## src/rtl/core/deque_pkg.sv

```systemverilog
// Shared types and constants for the double-ended queue.
package deque_pkg;

   localparam int DEPTH_DEFAULT = 256;

   localparam int FUNC_W  = 3;
   localparam int VALUE_W = 32;
   localparam int POS_W   = 9;
   localparam int DROP_W  = 9;
   localparam int OCC_W   = 9;

   typedef enum logic [FUNC_W-1:0] {
      FUNC_PUSH_REAR  = 3'd0,
      FUNC_POP_FRONT  = 3'd1,
      FUNC_PUSH_FRONT = 3'd2,
      FUNC_POP_REAR   = 3'd3,
      FUNC_PEEK       = 3'd4,
      FUNC_DROP_FRONT = 3'd5
   } func_type;

   typedef enum logic [1:0] {
      STATUS_OK    = 2'd0,
      STATUS_EMPTY = 2'd1,
      STATUS_FULL  = 2'd2
   } status_type;

   // Decode result handed from the control logic to the top level.
   typedef struct packed {
      logic       wr_en;
      logic       rd_en;
      status_type status;
   } ctrl_flags_type;

endpackage

```

## src/rtl/core/deque_ctrl.sv

```systemverilog
// Request decode: next ring pointers, store access and status for one request.
module deque_ctrl #(
   parameter int DEPTH = deque_pkg::DEPTH_DEFAULT,
   localparam int IW = (DEPTH > 1) ? $clog2(DEPTH) : 1,
   localparam int CW = $clog2(DEPTH + 1)
) (
   input  logic [deque_pkg::FUNC_W-1:0] func,
   input  logic [deque_pkg::POS_W-1:0]  position,
   input  logic [deque_pkg::DROP_W-1:0] drop_count,
   input  logic [IW-1:0]                front,
   input  logic [CW-1:0]                count,
   output logic [IW-1:0]                front_in,
   output logic [CW-1:0]                count_in,
   output logic [IW-1:0]                wr_addr,
   output logic [IW-1:0]                rd_addr,
   output deque_pkg::ctrl_flags_type    flags
);

   localparam int SW    = IW + 1;
   localparam int CMP_W = (CW > deque_pkg::POS_W) ? CW : deque_pkg::POS_W;

   // (base + off) mod DEPTH; the sum stays below twice the depth.
   function automatic logic [IW-1:0] ring_add(input logic [IW-1:0] base,
                                              input logic [CW-1:0] off);
      logic [SW-1:0] sum;
      sum = SW'(base) + SW'(off);
      if (sum >= SW'(DEPTH)) begin
         sum = sum - SW'(DEPTH);
      end
      return sum[IW-1:0];
   endfunction

   logic              full;
   logic              empty;
   logic [CMP_W-1:0]  pos_ext;
   logic [CMP_W-1:0]  drop_ext;
   logic [CMP_W-1:0]  cnt_ext;
   logic [CW-1:0]     drop_n;
   logic              pos_bad;

   assign full     = (count >= CW'(DEPTH));
   assign empty    = (count == '0);
   assign pos_ext  = CMP_W'(position);
   assign drop_ext = CMP_W'(drop_count);
   assign cnt_ext  = CMP_W'(count);
   assign drop_n   = (drop_ext < cnt_ext) ? CW'(drop_ext) : count;
   assign pos_bad  = (pos_ext == '0) || (pos_ext > cnt_ext);

   always_comb begin
      front_in     = front;
      count_in     = count;
      wr_addr      = front;
      rd_addr      = front;
      flags.wr_en  = 1'b0;
      flags.rd_en  = 1'b0;
      flags.status = deque_pkg::STATUS_OK;
      unique case (deque_pkg::func_type'(func))
         deque_pkg::FUNC_PUSH_REAR: begin
            if (full) begin
               flags.status = deque_pkg::STATUS_FULL;
            end else begin
               wr_addr     = ring_add(front, count);
               flags.wr_en = 1'b1;
               count_in    = count + CW'(1);
            end
         end
         deque_pkg::FUNC_POP_FRONT: begin
            if (empty) begin
               flags.status = deque_pkg::STATUS_EMPTY;
            end else begin
               rd_addr     = front;
               flags.rd_en = 1'b1;
               front_in    = ring_add(front, CW'(1));
               count_in    = count - CW'(1);
            end
         end
         deque_pkg::FUNC_PUSH_FRONT: begin
            if (full) begin
               flags.status = deque_pkg::STATUS_FULL;
            end else begin
               front_in    = ring_add(front, CW'(DEPTH - 1));
               wr_addr     = front_in;
               flags.wr_en = 1'b1;
               count_in    = count + CW'(1);
            end
         end
         deque_pkg::FUNC_POP_REAR: begin
            if (empty) begin
               flags.status = deque_pkg::STATUS_EMPTY;
            end else begin
               rd_addr     = ring_add(front, count - CW'(1));
               flags.rd_en = 1'b1;
               count_in    = count - CW'(1);
            end
         end
         deque_pkg::FUNC_PEEK: begin
            if (pos_bad) begin
               flags.status = deque_pkg::STATUS_EMPTY;
            end else begin
               rd_addr     = ring_add(front, CW'(pos_ext - CMP_W'(1)));
               flags.rd_en = 1'b1;
            end
         end
         deque_pkg::FUNC_DROP_FRONT: begin
            front_in = ring_add(front, drop_n);
            count_in = count - drop_n;
         end
         default: begin
            // unused codes leave the queue untouched
         end
      endcase
   end

endmodule

```

## config.mk

```make
export PLATFORM = sky130hd
export DESIGN_NAME = deque_ctrl
export DESIGN_NICKNAME = d
export VERILOG_FILES = /design/src/rtl/core/deque_pkg.sv /design/src/rtl/core/deque_ctrl.sv
export SDC_FILE = /design/constraint.sdc
export NUM_CORES = 1
export LEC_CHECK = 0
export ABC_AREA = 0
export BUFFER_PORTS_ARGS = -buffer_cell sky130_fd_sc_hd__buf_2
export CAP_MARGIN = 20
export CORE_AREA = 5 5 85 87
export DETAILED_ROUTE_END_ITERATION = 10
export DIE_AREA = 0 0 90 92
export PLACE_DENSITY = 0.83
export SYNTH_ARGS = -nofsm -noshare
export SYNTH_HDL_FRONTEND = slang
export SYNTH_SLANG_ARGS = --single-unit
```

## constraint.sdc

```tcl
create_clock -name vclk -period 4.4
set_input_delay 0.44 -clock vclk [all_inputs]
set_output_delay 0.44 -clock vclk [all_outputs]
set_load 0.01 [all_outputs]
```

======== After elaboration in Yosys (flattened, before gate mapping) ========
Cells that the tools add are included.
word-level totals
  register bits after elaboration ......... 0
  word-level logic and storage cells ...... 63
cells by class
  eq/ne operators ......................... 5
  add/sub/neg operators ................... 16
  magnitude comparators ................... 9
  multiplexer cells ....................... 27
  reductions and logical operators ........ 6
operator list
  operator             count
  $mux 8               11
  $ge 9x9->1 const B   7
  $sub 8x1->8 const B  6
  $add 8x9->9          4
  $pmux 8 s2           2
  $mux 9               3
  $pmux 9 s3           1
  $pmux 8 s3           1
  $logic_not 9->1      2
  $sub 9x1->9 const B  2
  $add 8x1->9 const B  1
  $add 8x8->9 const B  1
  $add 9x1->9 const B  1
  $gt 9x9->1           1
  $lt 9x9->1           1
  $sub 9x9->9          1
  $eq 3x2->1 const B   2
  $eq 3x3->1 const B   2
  $mux 1               6
  $pmux 2 s3           1
  $reduce_or 2->1      2
  $eq 3x1->1 const B   1
  $logic_not 3->1      1
  $mux 2               1
  2 further kinds      2

======== Longest topological paths before layout ========
Gate-level depths: netlist of run 1.
  depth after elaboration ................. 6
  depth in mapped cells ................... 20
  gate-level depth less buffers ........... 18

======== Worst setup path after synthesis of run 1 ========
Ideal clock, no wire load.
  kind .................................... input-to-output
  from .................................... input port count[2]
  to ...................................... output port front_in[7]
  arrival time ............................ 3681 ps
  path buffers ............................ 2
  stages on the path ...................... 17
  setup slack ............................. 279 ps
  cells stage by stage .................... buf_6 inv_1 ha_1 a21o_1 a31oi_1 o221ai_1 nand2_1 clkbuf_1 a21o_1 ha_1 a21o_1 a211oi_2 nor2_1 o41ai_1 nor3_1 or3b_1 o211a_1
between the ends
  word-level cells in the longest chain between the ends .. 6
  elaborated cells between the ends (all ways) .. 11
  classes of those cells .................. add/sub (2); order compare (3); mux (5); reduce/logical (1)
RTL lines
  item                                       line                                RTL
  start, declared                            deque_ctrl.sv:11                    input logic [CW-1:0] count,
  $lt 9x9->1                                 deque_ctrl.sv:46                    assign drop_n = (drop_ext < cnt_ext) ? CW'(drop_ext) : count;
  $mux 9                                     deque_ctrl.sv:46
  $add 8x9->9                                deque_ctrl.sv:26                    sum = SW'(base) + SW'(off);
  $sub 8x1->8 or $ge 9x9->1 (tied branches)  deque_ctrl.sv:28, deque_ctrl.sv:27
  $mux 8                                     deque_ctrl.sv:27                    if (sum >= SW'(DEPTH)) begin
  $pmux 8 s3 (*)                             deque_ctrl.sv:57                    unique case (deque_pkg::func_type'(func))
  end, declared                              deque_ctrl.sv:12                    output logic [IW-1:0] front_in,
Mark *: on every way between the ends. The rest lies on a longest branch, timed or not.

======== Final worst setup path of run 1 ========
Same ends and word-level chain as after synthesis.

==> results of run 1 <==
[metrics by stage]
step / power [µW] / instances
after detailed placement: 617 / 670
after global routing: 702 / 670
after floorplan: 436 / 527
after CTS: 621 / 670
after global placement: 605 / 670
final: 639 / 670
[layout by cell type, fill, tap and decap left out, drive strengths merged, types with 4 or more instances in the layout]
| cell | count |
|---|---|
| a31oi | 4 |
| xnor2 | 30 |
| nand2b | 12 |
| nand2 | 37 |
| nand4 | 7 |
| a22oi | 4 |
| o21bai | 5 |
| fa | 5 |
| inv | 58 |
| o31ai | 4 |
| a221oi | 5 |
| a211oi | 4 |
| a21oi | 41 |
| o21ai | 37 |
| nor2b | 9 |
| ha | 63 |
| o22ai | 11 |
| nand3 | 14 |
| and3 | 7 |
| buf | 87 |
| o221ai | 10 |
| xor2 | 12 |
| nor2 | 46 |
| nor4 | 7 |
| o211ai | 6 |
| a21o | 18 |
| nor3 | 16 |
[area by class of cell]
class | instances | area (µm²) | area share
Tap cell | 77 | 96.3 | 0.0237
Inverter | 58 | 218 | 0.0535
Multi-Input combinational cell | 448 | 3290 | 0.808
Timing Repair Buffer | 87 | 465 | 0.114
[cells in the mapped netlist (6+ instances only)]
master	number
nor3_1	16
and3_1	6
o22ai_1	11
inv_1	56
nor2b_1	9
nor2_1	46
nand4_1	7
a21o_1	18
xnor2_1	30
o211ai_1	6
ha_1	63
xor2_1	12
a21oi_1	41
nand2b_1	12
nand2_1	35
buf_2	8
o21ai_0	34
o221ai_1	10
clkbuf_1	8
nand3_1	14
[power breakdown]
group | switching [µW] | internal (µW) | total [µW]
sequential | 0 | 0 | 0
combinational | 373 | 266 | 639
clock | 0 | 0 | 0
total | 373 | 266 | 639
[layer usage]
metal  vias to the layer above  track usage  wire length (µm)
met1                      2007        0.364              5050
li1                       2042            -                 -
met4                         0        0.102               501
met3                        42       0.0311              1180
met2                       230        0.499              5920
met5                         -            0                 0
[how the worst min path moves through the flow]
stage / to / startpoint / slack (ns) / depth (start not counted)
floorplan: front_in[1] / front[1] / 1.0 / 2
finish: front_in[1] / front[1] / 1.36 / 4
detailed placement: front_in[1] / front[1] / 1.35 / 4
global route: rd_addr[7] / front[7] / 1.38 / 3
CTS: front_in[1] / front[1] / 1.35 / 4
global placement: front_in[1] / front[1] / 1.35 / 4
[cells by family after synthesis]
logic type,count (synthesis),synth area share
mux,3,0.00834
compound gates,165,0.305
xor+xnor,42,0.102
simple gates,170,0.244
fa+ha+maj,68,0.247
buf+inv,79,0.0934
[worst max-delay path, stage by stage]
cell,delay [ns]
buf_2,0.11
inv_1,0.13
ha_1,0.28
a21o_1,0.19
a31oi_2,0.19
o221ai_2,0.16
nand2_1,0.16
buf_4,0.19
nor2_1,0.05
a21o_1,0.18
ha_1,0.34
a211oi_2,0.19
nor2_1,0.09
o41ai_2,0.23
buf_4,0.18
nor3_1,0.04
or3b_1,0.36
o211a_1,0.13
buf_2,0.13
==> metrics.md, run 1 <==
| Metric | Value |
|---|---|
| Setup total negative slack | `0 ns` |
| Total gr overflow | `0` |
| Yosys warnings | `0` |
| Setup Buffers After CTS | `0` |
| CP startpoint | `count[2]` |
| Die X | `roughly 90 µm` |
| Lkg Pwr | `0.00201 µW` |
| Reg area | `0 µm²` |
| Mapped Area | `around 3600 µm²` |
| Syn_nets | `633` |
| Nets@finish | `701` |
| Critical Path RT | `3.96 ns` |
| Top cell type's share of synthesized area | `0.219` |
| Cell Area, Placed | `between 4000 and 5000 µm²` |
| Final Util | `0.648` |
| Critical Path AT | `3.78 ns` |
| Synthesized instance count | `527` |
| Final setup viols | `0` |
| Setup crit end | `front_in[7]` |
| DRC viols | `0` |
| Peak supply drop | `98.0 µV` |
| Avg Cell Area, Syn | `6.84 µm²` |
| Count of different cell masters after synthesis | `60` |
| I/O Buffers | `75` |
| I/O pin count | `75` |
| CP Capture Type | `output pin` |
| Post-route ant nets | `0` |
| Design Area, Final | `4070 µm²` |
| Slew Viols, Final | `0` |
| Synth area leader | `ha_1` |
| Max Clk Rate | `approximately 0.24 GHz` |
| DP Wirelength | `10.4 mm` |
| Routed len/inst | `18.9 µm` |
| CP Max Fanout | `11` |
| Filler instances | `619` |
| Worst slew margin | `0.452` |
| Status | `completed` |
| Initial core utilization | `0.574` |
| Die Ht | `92 µm` |
| DIE AREA | `roughly 8300 µm²` |
| Initial antenna violation count | `0` |
| Tot GR Track Use | `0.286` |
| Core region area | `between 6000 and 7000 µm²` |
| Routed WL | `roughly 13 mm` |
| Max cap viols | `0` |
| Post-CTS Resized | `0` |
| Diode count | `0` |
| Power Density | `~160 nW/µm²` |
| # hold bufs at CTS | `0` |
| Final Hold Vio Count | `0` |
| Sequential cells | `0` |
| GP Congestion | `1.05` |
| Final period utilization | `0.959` |
| Vias/cell | `6.45` |
| Critical path launch point type | `primary input` |
| DRT Pass-1 Iters | `5` |
| DRT iter0 DRCs | `448` |
| Clock buf count | `0` |
| Min Tclk post-route | `4.22 ns` |
| Share of cells above drive strength 1 | `0.180` |
| Worst slew pin tran | `a little over 0.8 ns` |
| First-pass GRT wire length | `19.8 mm` |
| Final Worst Setup Slack | `0.180 ns` |
| Vias in the first global route | `4065` |
| Worst min path class | `in2out` |
| Synth area leaders | `ha_1 22%, xnor2_1 7.3%, inv_1 5.8%, a21oi_1 5.7%, nor2_1 4.8%` |
| Routed vias | `roughly 4300` |
| Syn-to-layout area delta | `13.0%` |
| Row count | `29` |
| Worst slack at placement | `0.0778 ns` |
| Crit Path Class | `in2out` |
| Largest net degree at the start of global routing | `25` |
| Seq/Total Area, Yosys | `0` |
| Hold slack final | `1.36 ns` |
Note: power is estimated with default switching activity, not from simulation.
==> inputs of run 2 (changes only) <==
BUFFER_PORTS_ARGS = not set   (was -buffer_cell sky130_fd_sc_hd__buf_2)
CORE_AREA = 5 5 91 93   (was 5 5 85 87)
DIE_AREA = 0 0 96 98   (was 0 0 90 92)
DONT_BUFFER_PORTS = 1   (was not set)
PLACE_DENSITY = not set   (was 0.83)
==> run 2 against run 1 <==
  * Non-clock buffer count is 78 lower
  * Die area is 14% higher
  * Maximum frequency is 2.9% higher
  * First-iteration DRC count is 22% lower
  * Sequential share of layout area stayed put
  * Critical endpoint unchanged
  * Highest routed layer unchanged
==> metrics.md, run 2 (synthesis results as in run 1) <==
| Metric | Value |
|---|---|
| Placed cell count | `617` |
| CP Capture Type | `output pin` |
| Worst slew pin tran | `1.00 ns` |
| Syn-to-layout area delta | `2.36%` |
| Max cap viols | `0` |
| DRT Pass-1 Iters | `5` |
| Die Ht | `98 µm` |
| Core region area | `7450 µm²` |
| Worst slew margin | `0.329` |
| Share of cells above drive strength 1 | `0.0524` |
| Final setup viols | `0` |
| Status | `completed` |
| Crit Path Class | `in2out` |
| Reg area | `0 µm²` |
| Max Clk Rate | `0.244 GHz` |
| Peak supply drop | `74.6 µV` |
| Critical path launch point type | `primary input` |
| Diode count | `0` |
| Total gr overflow | `0` |
| Initial antenna violation count | `0` |
| DRT iter0 DRCs | `351` |
| Vias/cell | `6.44` |
| Routed len/inst | `~21 µm` |
| Worst min path class | `in2out` |
| Row count | `32` |
| Final Hold Vio Count | `0` |
| Lkg Pwr | `0.00169 µW` |
| Critical Path AT | `3.66 ns` |
| I/O Buffers | `0` |
| DIE AREA | `9410 µm²` |
| Power Density | `146 nW/µm²` |
| Clock buf count | `0` |
| Routed WL | `between 10 and 15 mm` |
| RSZ-0062 raised after global routing | `false` |
| Commonest non-fill, non-tap cell in the layout | `ha_1` |
| Filler instances | `approximately 800` |
| Slew Viols, Final | `0` |
| First-pass GRT wire length | `20.2 mm` |
| DRC viols | `0` |
| Post-route ant nets | `0` |
| Worst slack at placement | `approximately 0.30 ns` |
| Sequential cells | `0` |
| CP Max Fanout | `8` |
| Setup total negative slack | `0 ns` |
| Min Tclk post-route | `4.10 ns` |
| Final period utilization | `0.932` |
| Largest net degree at the start of global routing | `25` |
| Initial core utilization | `0.484` |
| Critical Path RT | `just under 4 ns` |
| I/O pin count | `75` |
| Final Worst Setup Slack | `0.298 ns` |
| DP Wirelength | `10.5 mm` |
| Nets@finish | `623` |
| Highest-count cells in the layout ignoring fill and taps | `63 x ha_1, 56 x inv_1, 46 x nor2_1` |
| Die X | `between 90 and 100 µm` |
| Routed vias | `~4000` |
| Final Total Pwr | `539 µW` |
| Tot GR Track Use | `0.269` |
| GP Congestion | `0.928` |
| Vias in the first global route | `3772` |
| Non-Filler Instances | `617` |
| Hold slack final | `0.976 ns` |
-- run 2: worst paths after layout --
path / startpoint / to / cells past startpoint
max: count[7] / front_in[7] / 17
min: func[1] / wr_addr[2] / 1
-- run 2: through the flow --
step	utilization	instance area, µm²
finish	0.495	3690
global route	0.495	3690
CTS	0.494	3680
detailed placement	0.494	3680
global placement	0.494	3680
floorplan	-	3600
-- run 2: worst max-delay path, cell delays in order --
cell and delay, ns:
inv_2 0.13, ha_1 0.27, a21o_1 0.16, a211oi_1 0.30
o221ai_2 0.18, nand2_2 0.16, nor2_1 0.05, a21o_1 0.19
ha_1 0.27, a21o_1 0.20, a211oi_2 0.22, nor2_1 0.08
o41ai_1 0.27, buf_4 0.18, nor3_1 0.04, or3b_1 0.35
o211a_1 0.17
-- run 2: area by class of cell --
type / count / area, µm² / share of cell area
repair buffers: 9 / 67.6 / 0.0183
inverters: 58 / 218 / 0.0590
well taps: 102 / 128 / 0.0346
multi-input cells: 448 / 3270 / 0.888
-- run 2: power breakdown --
part           switching [µW]  internal (µW)  total [µW]
Sequential                  0              0           0
Combinational             312            227         539
Clock                       0              0           0
-- run 2: routing by layer --
layer,GRT usage,up-vias,share of wire
li1,-,1898,-
met1,0.358,1846,0.42
met2,0.450,198,0.48
met4,0.0744,0,0.030
met3,0.0308,30,0.076
met5,0,-,0
-- run 2: what timing repair did --
action / 4_1_cts / 5_1_grt
hold buffers: 0 / 0
gates resized for setup: 0 / 2
setup endpoints to repair: 0 / 4
buffers inserted: 0 / 0
==> inputs of run 3 (changes only) <==
ABC_AREA = 1   (was 0)
CORE_AREA = 5 5 93 95   (was 5 5 91 93)
DIE_AREA = 0 0 98 100   (was 0 0 96 98)
==> run 3 against run 2 <==
  * Synthesized cell count rose by 23%
  * Non-clock buffer count is 7 lower
  * Hold slack worse by 0.015 ns
  * Global-route usage shrank 1.1 points
  * Largest cell class unchanged
==> metrics.md, run 3 <==
| Metric | Value |
|---|---|
| Status | `completed` |
| CP Max Fanout | `17` |
| DRC viols | `0` |
| Slew Viols, Final | `0` |
| Critical Path RT | `3.96 ns` |
| Post-route ant nets | `0` |
| Die Ht | `100 µm` |
| Commonest non-fill, non-tap cell in the layout | `nand2_1` |
| Clock buf count | `0` |
| Setup total negative slack | `0 ns` |
| Row count | `32` |
| Seq/Total Area, Yosys | `0` |
| Min Tclk post-route | `3.99 ns` |
| Final Hold Vio Count | `0` |
| Hold Path Stages | `1` |
| I/O pin count | `75` |
| Initial antenna violation count | `0` |
| Vias/cell | `5.95` |
| Synthesized instance count | `648` |
| Synthesized-area fraction occupied by adder cells | `0.236` |
| Synth area leaders | `ha_1 21%, nand2_1 17%, inv_1 8.8%, nand3_1 8.3%, a21oi_1 6.3%` |
| Crit Path Class | `in2out` |
| Syn-to-layout area delta | `1.13%` |
| Initial core utilization | `0.491` |
| Worst Hold End | `flags[3]` |
| Sequential cells | `0` |
| Setup Buffers After CTS | `0` |
| Nets@finish | `between 700 and 800` |
| Count of different cell masters after synthesis | `40` |
| Power Density | `134 nW/µm²` |
| Post-synthesis mux area share | `0` |
| Worst slew pin tran | `0.617 ns` |
| Post-CTS Resized | `0` |
| Reg area | `0 µm²` |
| CP Capture Type | `output pin` |
| Routed vias | `4391` |
| Diode count | `0` |
| Xor/xnor share of the synthesized area | `0.0583` |
| Most common cell on crit path | `nand2_1` |
| Largest net degree at the start of global routing | `23` |
| DIE AREA | `9800 µm²` |
| Tot GR Track Use | `0.258` |
| DRT iter0 DRCs | `between 300 and 400` |
| DP Wirelength | `10.9 mm` |
| CP startpoint | `count[7]` |
| Final setup viols | `0` |
| Critical-path top delay cell | `o21ai_0` |
| Core region area | `around 7600 µm²` |
| Yosys warnings | `0` |
| # hold bufs at CTS | `0` |
| Synth area leader | `ha_1` |
| Critical Path AT | `3.55 ns` |
| Final period utilization | `0.906` |
| Placed cell count | `738` |
| Hold path start | `count[8]` |
| RSZ-0062 raised after global routing | `false` |
| Top cell type's share of synthesized area | `0.210` |
| I/O Buffers | `0` |
| Worst slew margin | `0.587` |
| Cell with the most instances after synthesis | `nand2_1` |
| Total gr overflow | `0` |
| Max cap viols | `0` |
| Synth Area in Compound Gates | `0.191` |
| Lkg Pwr | `0.00193 µW` |
| Routed len/inst | `approximately 18 µm` |
| Peak supply drop | `63.7 µV` |
| Syn_nets | `754` |
| First-pass GRT wire length | `roughly 21 mm` |
| Mapped Area | `approximately 3800 µm²` |
| Worst min path class | `in2out` |
| GP Congestion | `0.960` |
| Routed WL | `13.2 mm` |
| CP Cell Sequence | `inv_2 > ha_1 > nand2_1 > inv_1 > a21oi_1 > nand3_2 > o21ai_0 > ha_1 > inv_1 > fa_1 > nor2_1 > o21ai_0 > nand2_1 > nand2_1 > nand2_1 > nand2_1 > nand2_1 > a21oi_1 > o21ai_0 > nand4_1` |
| Avg Cell Area, Syn | `around 5.8 µm²` |
| Commonest cells in the netlist | `169 x nand2_1, 88 x inv_1, 63 x ha_1` |
| Die X | `98 µm` |
| Max Clk Rate | `between 0.2 and 0.3 GHz` |
| Vias in the first global route | `3977` |
| DRT Pass-1 Iters | `5` |
| Filler instances | `828` |
| Multi-input gate area | `3270 µm²` |
| Critical path launch point type | `primary input` |
| Largest family of logic cells by synthesized area | `simple AND/OR/NAND/NOR gates` |
| CP peak stage delay | `0.44 ns` |
| Share of cells above drive strength 1 | `0.0550` |
| Simple-Gate Fraction of Synth Area | `0.383` |
| Highest-count cells in the layout ignoring fill and taps | `169 x nand2_1, 88 x inv_1, 63 x ha_1` |
| Non-Filler Instances | `738` |
run 3: cell types whose count changed after synthesis, sizes merged, moves of 11 or more:
cell	previous run	this run
xnor2	30	7
inv	58	99
o22ai	11	0
nand2b	12	0
nand3	14	67
o211ai	6	19
a21o	18	1
nand2	37	172
run 3: area by class of cell:
type | instances | share of cell area
multi-input cells | 534 | 0.859
inverters | 100 | 0.103
well taps | 102 | 0.0336
repair buffers | 2 | 0.00395
run 3: where the power goes:
group	switching [µW]	leakage [µW]	internal (µW)
sequential	0	0	0
combinational	327	0.00193	181
clock	0	0	0
run 3: worst max path at each step:
stage               slack (ns)  cells past startpoint          end
finish                    0.41                     20  front_in[6]
detailed placement        0.43                     20  front_in[6]
global route              0.01                     18  count_in[5]
floorplan                 0.56                     23  front_in[6]
CTS                       0.41                     20  front_in[6]
global placement          0.51                     20  front_in[6]
run 3: logic make-up after synthesis:
logic type / count (synthesis)
AO/OA/AOI/OAI: 123
XOR/XNOR: 25
adder cells (fa/ha/maj): 68
buffers and inverters: 114
AND/OR/NAND/NOR: 318
run 3: per-stage QoR:
step           utilization  total power [µW]  hold slack [ns]  instance area [µm²]  setup WS (ns)
2_1_floorplan            -               407             1.02                 3760          0.560
3_3_place_gp         0.497               500            0.962                 3800          0.514
3_5_place_dp         0.497               503            0.962                 3800          0.430
4_1_cts              0.497               506            0.962                 3800          0.410
5_1_grt              0.497               575            0.969                 3800         0.0126
6_report             0.497               509            0.961                 3800          0.412
run 3: critical path: cells and delay by family:
kind / cells / cell delay (ns)
AO/OA/AOI/OAI: 5 / 0.94
adder cells (fa/ha/maj): 3 / 0.88
AND/OR/NAND/NOR: 9 / 1.04
buffers and inverters: 3 / 0.20
run 3: metal layers:
layer  vias up  global-route usage  share of wire
met5         -                   0              0
met4         0              0.0660          0.026
met3        25              0.0313          0.079
met2       180               0.451           0.47
met1      2012               0.335           0.42
li1       2174                   -              -
